[src/hw/rtl/pht_pkg.sv]
// Shared types and constants of the pair hash table.
package pht_pkg;

  localparam int CAPACITY_DEF  = 1024;
  localparam int BODY_BITS_DEF = 16;

  localparam int OP_W     = 3;
  localparam int BODY_W   = 16;
  localparam int VALUE_W  = 32;
  localparam int STATUS_W = 2;
  localparam int COUNT_W  = 11;

  // Golden-ratio multiplier of the home slot hash, split in 32-bit halves.
  localparam logic [31:0] HASH_MUL_HI = 32'h9E37_79B9;
  localparam logic [31:0] HASH_MUL_LO = 32'h7F4A_7C15;

  localparam logic [VALUE_W-1:0] EMPTY_VALUE = 32'hFFFF_FFFF;

  typedef enum logic [OP_W-1:0] {
    OP_LOOKUP     = 3'd0,
    OP_INSERT     = 3'd1,
    OP_REMOVE     = 3'd2,
    OP_SET_VALUE  = 3'd3,
    OP_BEGIN_UPD  = 3'd4,
    OP_MARK_MOVED = 3'd5
  } op_t;

  typedef enum logic [STATUS_W-1:0] {
    ST_DONE      = 2'd0,
    ST_NOT_FOUND = 2'd1,
    ST_PRESENT   = 2'd2,
    ST_FULL      = 2'd3
  } status_t;

endpackage

[src/hw/rtl/pht_hash.sv]
// Home slot hash: iterative 32x32 multiplier; reciprocal modulo when CAPACITY is not 2**n.
module pht_hash #(
  parameter int CAPACITY = pht_pkg::CAPACITY_DEF,
  parameter int KEY_W    = 2 * pht_pkg::BODY_BITS_DEF,
  localparam int IDX_W   = $clog2(CAPACITY)
) (
  input  logic             clk,
  input  logic             rst_n,
  input  logic             start,
  input  logic [KEY_W-1:0] key,
  output logic             done,
  output logic [IDX_W-1:0] slot
);

  localparam bit IS_POW2 = (CAPACITY & (CAPACITY - 1)) == 0;
  // Reciprocal of the capacity rounded down; the quotient estimate is short by at most one.
  localparam logic [31:0] RECIP = 32'(64'h1_0000_0000 / CAPACITY);
  localparam logic [31:0] CAP_V = 32'(CAPACITY);

  typedef enum logic [2:0] {
    H_IDLE = 3'b001,
    H_MUL  = 3'b010,
    H_RED  = 3'b100
  } hstate_t;

  hstate_t state_r, state_nxt;
  logic [1:0]       step_r, step_nxt;
  logic [63:0]      key_r, key_nxt;
  logic [63:0]      prod_r, prod_nxt;
  logic [31:0]      acc_r, acc_nxt;
  logic [31:0]      h_r, h_nxt;
  logic             done_r, done_nxt;
  logic [IDX_W-1:0] slot_r, slot_nxt;

  logic [63+KEY_W:0] key_ext;
  logic [31:0]       op_a, op_b, hsum;
  logic [31:0]       diff, rs;

  assign key_ext = {64'b0, key};
  assign hsum    = acc_r + prod_r[31:0];
  assign diff    = h_r - prod_r[31:0];
  assign rs      = (diff >= CAP_V) ? diff - CAP_V : diff;

  // The multiplier is shared by the hash steps and the two reduction steps.
  always_comb begin
    if (state_r == H_RED) begin
      op_a = (step_r == 2'd0) ? h_r : prod_r[63:32];
      op_b = (step_r == 2'd0) ? RECIP : CAP_V;
    end else begin
      op_a = (step_r == 2'd2) ? key_r[63:32] : key_r[31:0];
      op_b = (step_r == 2'd1) ? pht_pkg::HASH_MUL_HI : pht_pkg::HASH_MUL_LO;
    end
  end

  always_comb begin
    state_nxt = state_r;
    step_nxt  = step_r;
    key_nxt   = key_r;
    prod_nxt  = prod_r;
    acc_nxt   = acc_r;
    h_nxt     = h_r;
    done_nxt  = 1'b0;
    slot_nxt  = slot_r;
    case (state_r)
      H_IDLE: begin
        if (start) begin
          key_nxt   = key_ext[63:0];
          step_nxt  = 2'd0;
          state_nxt = H_MUL;
        end
      end
      H_MUL: begin
        prod_nxt = op_a * op_b;
        step_nxt = step_r + 2'd1;
        case (step_r)
          2'd1:    acc_nxt = prod_r[63:32];
          2'd2:    acc_nxt = hsum;
          2'd3: begin
            if (IS_POW2) begin
              slot_nxt  = hsum[IDX_W-1:0];
              done_nxt  = 1'b1;
              state_nxt = H_IDLE;
            end else begin
              h_nxt     = hsum;
              step_nxt  = 2'd0;
              state_nxt = H_RED;
            end
          end
          default: acc_nxt = acc_r;
        endcase
      end
      H_RED: begin
        step_nxt = step_r + 2'd1;
        if (step_r == 2'd2) begin
          slot_nxt  = rs[IDX_W-1:0];
          done_nxt  = 1'b1;
          state_nxt = H_IDLE;
        end else begin
          prod_nxt = op_a * op_b;
        end
      end
      default: state_nxt = H_IDLE;
    endcase
  end

  always_ff @(posedge clk) begin
    if (!rst_n) begin
      state_r <= H_IDLE;
      step_r  <= '0;
      done_r  <= 1'b0;
    end else begin
      state_r <= state_nxt;
      step_r  <= step_nxt;
      done_r  <= done_nxt;
    end
  end

  always_ff @(posedge clk) begin
    key_r  <= key_nxt;
    prod_r <= prod_nxt;
    acc_r  <= acc_nxt;
    h_r    <= h_nxt;
    slot_r <= slot_nxt;
  end

  assign done = done_r;
  assign slot = slot_r;

endmodule

[config.mk]
export PLATFORM = sky130hd
export DESIGN_NAME = pht_hash
export DESIGN_NICKNAME = d
export VERILOG_FILES = /design/src/hw/rtl/pht_pkg.sv /design/src/hw/rtl/pht_hash.sv
export SDC_FILE = /design/constraint.sdc
export NUM_CORES = 1
export LEC_CHECK = 0
export ABC_AREA = 1
export BUFFER_PORTS_ARGS = -buffer_cell sky130_fd_sc_hd__buf_2
export CORE_MARGIN = 4
export CORE_UTILIZATION = 44
export CTS_BUF_LIST = sky130_fd_sc_hd__clkbuf_8 sky130_fd_sc_hd__clkbuf_16
export CTS_CLUSTER_DIAMETER = 30
export DETAILED_ROUTE_END_ITERATION = 12
export HOLD_SLACK_MARGIN = 0.06
export PLACE_DENSITY_LB_ADDON = 0.1
export SLEW_MARGIN = 20
export SYNTH_ARGS = -nofsm -noshare
export SYNTH_HDL_FRONTEND = slang
export SYNTH_SLANG_ARGS = --single-unit
[constraint.sdc]
create_clock -name clk -period 8.99 [get_ports clk]
set_clock_uncertainty 0.1 [all_clocks]
set_input_delay 0.4495 -clock clk [delete_from_list [all_inputs] [get_ports clk]]
set_output_delay 0.4495 -clock clk [all_outputs]
set_load 0.01 [all_outputs]
==> results.toml <==
[setup_path]
slowest_delay_ns = 0.80
cpMostUsedCell = "inv_1"
critPathRequiredTime_ns = 9.01
reg2reg_from = "step_r[0]"
cp_top_family = "adder cells"
criticalPathCategory = "reg2reg"
arrival_ns = 8.62
critical_path_buf_inv_count = 9
r2r_end = "prod_r[38]"
reg2regPathDepth = 28
cp_slowest_cell = "ha_2"
r2r_slack_ns = 0.40
end_kind = "flip-flop"
start_kind = "flip-flop"
crit_path_max_fanout = 21

[timing]
worst_pin_slew_ns = 0.994
final_max_slew_viol_count = 0
holdWs_ns = 0.108
finalHoldViolCount = 0
relSlewSlack = 0.337
grt_setup_unrepaired = "false"
final.min_clock_period_ns = 8.59
period_share = 0.956
setup_viol = 0
max_freq_mhz = 116

[clocking]
cts_tree = "built"
path_clk_slew_ns = 0.11
ctsHoldBuffers = 0
post_cts_buffers = 0
cts_inserted_buffers = 9
worstSkewPairLatency_ns = 0.41
ctsHtreeMaxLevel = 3
cts_buffer_depth = 2
cts-root-buf = "clkbuf_16"
cts_sinks = 77

[route]
ant_nets = 0
viasPerCell = 4.92
dr.pass1.iters = 5
drtIter0Drc = 1115
totalWireLength_microns = 71900
drc = 0
routedWlPerCell_microns = 22.1
vias = 16000

[placement]
gp_congestion = 0.938
port_buffers = 45
dpl_cell_area_sq_um = 23200
dp_hpwl_microns = 64100

[cells_and_area]
drive_gt1_frac = 0.0596
nNetsFinal = 3349
area_delta_synth_final_pct = 7.56
fin_util = 0.480
stdcell_area_sq_um = 23600
diodes = 0

[yosys]
yosysTopAreaCell = "fa_1"
ys_top_cells_by_area = "fa_1 39%, ha_1 17%, inv_1 13%"
synth_mux_area_frac = 0
yosys_most_used_dff = "edfxtp_1"
synthArstFlopShare = 0
netlist_instances = 2504
yosysTopAreaCellShare = 0.394
synthTopCellsByCount = "787 x inv_1, 432 x fa_1, 327 x nand2_1, 301 x ha_1, 172 x nor2_1"
synth-simple-area-share = 0.110
synth-edff-count = 72
synth-xor-area-share = 0.0216
yosys_warnings = 0
synth.most_common_cell = "inv_1"
synth_top_family_by_area = "adder cells"
yosysSeqAreaShare = 0.103
synth_area_sq_um = 21900
ys_ff_latch = 77
synth_fa_ha_area_frac = 0.566
syn_avg_cell_area_sq_um = 8.76
ys_types = 42
synth_compound_gate_area_share = 0.0535

[die]
die_w_microns = 231
io_pins = 46
core_area_sq_um = 49200
die_y_microns = 231
die_area_sq_um = 53500
num_rows = 81
start_util = 0.446

[global_route]
grt_overflow = 0
grt_pass1_wl_microns = 108000
grt_start_max_net_pins = 41
antenna_found_initial = 0
grt_use_total = 0.280
grt_pass1_vias = 17400

[hold_path]
hold_path_class = "in2reg"
hold_depth = 1
min_from = "key[6]"
hold-path-endpoint = "key_r[6]"

[run]
maxCapViolCount = 0

[outcome]
status = "complete, no violations"
-- worst reg2reg max path, delay by kind of cell (launching register included) --
| family | cells | cell delay [ns] |
|---|---|---|
| fa+ha+maj | 10 | 5.12 |
| buf+inv | 9 | 1.14 |
| flops | 1 | 0.37 |
| xor+xnor | 1 | 0.07 |
| simple gates | 8 | 1.49 |
-- cell usage in the layout, fill, tap and decap left out, drive strengths merged, types with 6 or more instances in the layout --
cell type / instances
inv: 797
fa: 432
nand2: 334
ha: 301
nor2: 186
buf: 95
o21ai: 91
edfxtp: 72
a21oi: 61
xor2: 49
nand3: 42
o21bai: 27
conb: 17
clkbuf: 9
a31oi: 8
a22oi: 6
a21o: 6
nand3b: 6
-- timing repair --
item                       CTS  global route
setup endpoints to repair    8            10
gates cloned                 0             0
gates resized for setup      1             7
pin swaps                    0             0
-- stage by stage --
step                      setup TNS (ns)  setup slack [ns]  cells
after floorplan                        0              1.79   2519
after global placement            -0.240            -0.180   3234
after detailed placement          -0.253            -0.130   3234
after CTS                              0             0.119   3250
after global routing                   0            0.0237   3250
final                                  0             0.396   3250
-- routing by layer --
| layer | part of all wire | wire (microns) | global-route usage | vias up |
|---|---|---|---|---|
| met2 | 0.48 | 34300 | 0.471 | 432 |
| li1 | - | - | - | 7530 |
| met4 | 0.046 | 3300 | 0.111 | 0 |
| met1 | 0.43 | 30800 | 0.367 | 7902 |
| met3 | 0.048 | 3460 | 0.0399 | 110 |
| met5 | 0 | 0 | 0 | - |
-- worst max-delay path by stage --
| stage | endpoint | start | cells past startpoint | slack (ns) |
|---|---|---|---|---|
| 2_1_floorplan | prod_r[40] | step_r[0] | 30 | 1.79 |
| 3_3_place_gp | prod_r[38] | step_r[0] | 27 | -0.18 |
| 3_5_place_dp | prod_r[38] | step_r[0] | 27 | -0.13 |
| 4_1_cts | prod_r[38] | step_r[0] | 27 | 0.12 |
| 5_1_grt | prod_r[38] | step_r[0] | 31 | 0.02 |
| 6_report | prod_r[38] | step_r[0] | 28 | 0.40 |
-- sequential cells by signal, indices dropped and copies added, names as in the netlist --
signal   cells
acc_r       10
done         1
key_r       32
prod_r      20
slot        10
state_r      2
step_r       2
-- logic make-up (layout without fill, tap and decap cells) --
group / after synthesis / count (layout)
buffers and inverters: 841 / 908
AND/OR/NAND/NOR: 589 / 589
other: 2 / 17
AO/OA/AOI/OAI: 208 / 208
flip-flops: 77 / 77
XOR/XNOR: 54 / 54
adder cells (fa/ha/maj): 733 / 733
-- final cells by class --
class	count	area (sq um)
clock buffer	9	225
clock inverter	7	105
fill	4833	25600
inverter	797	3000
multi-input combinational	1601	16600
sequential	77	2260
tap	664	831
timing repair buffer	95	601
Power is not shown: default switching activity piles up to over one toggle a cycle in this logic, so the estimate is an artifact.
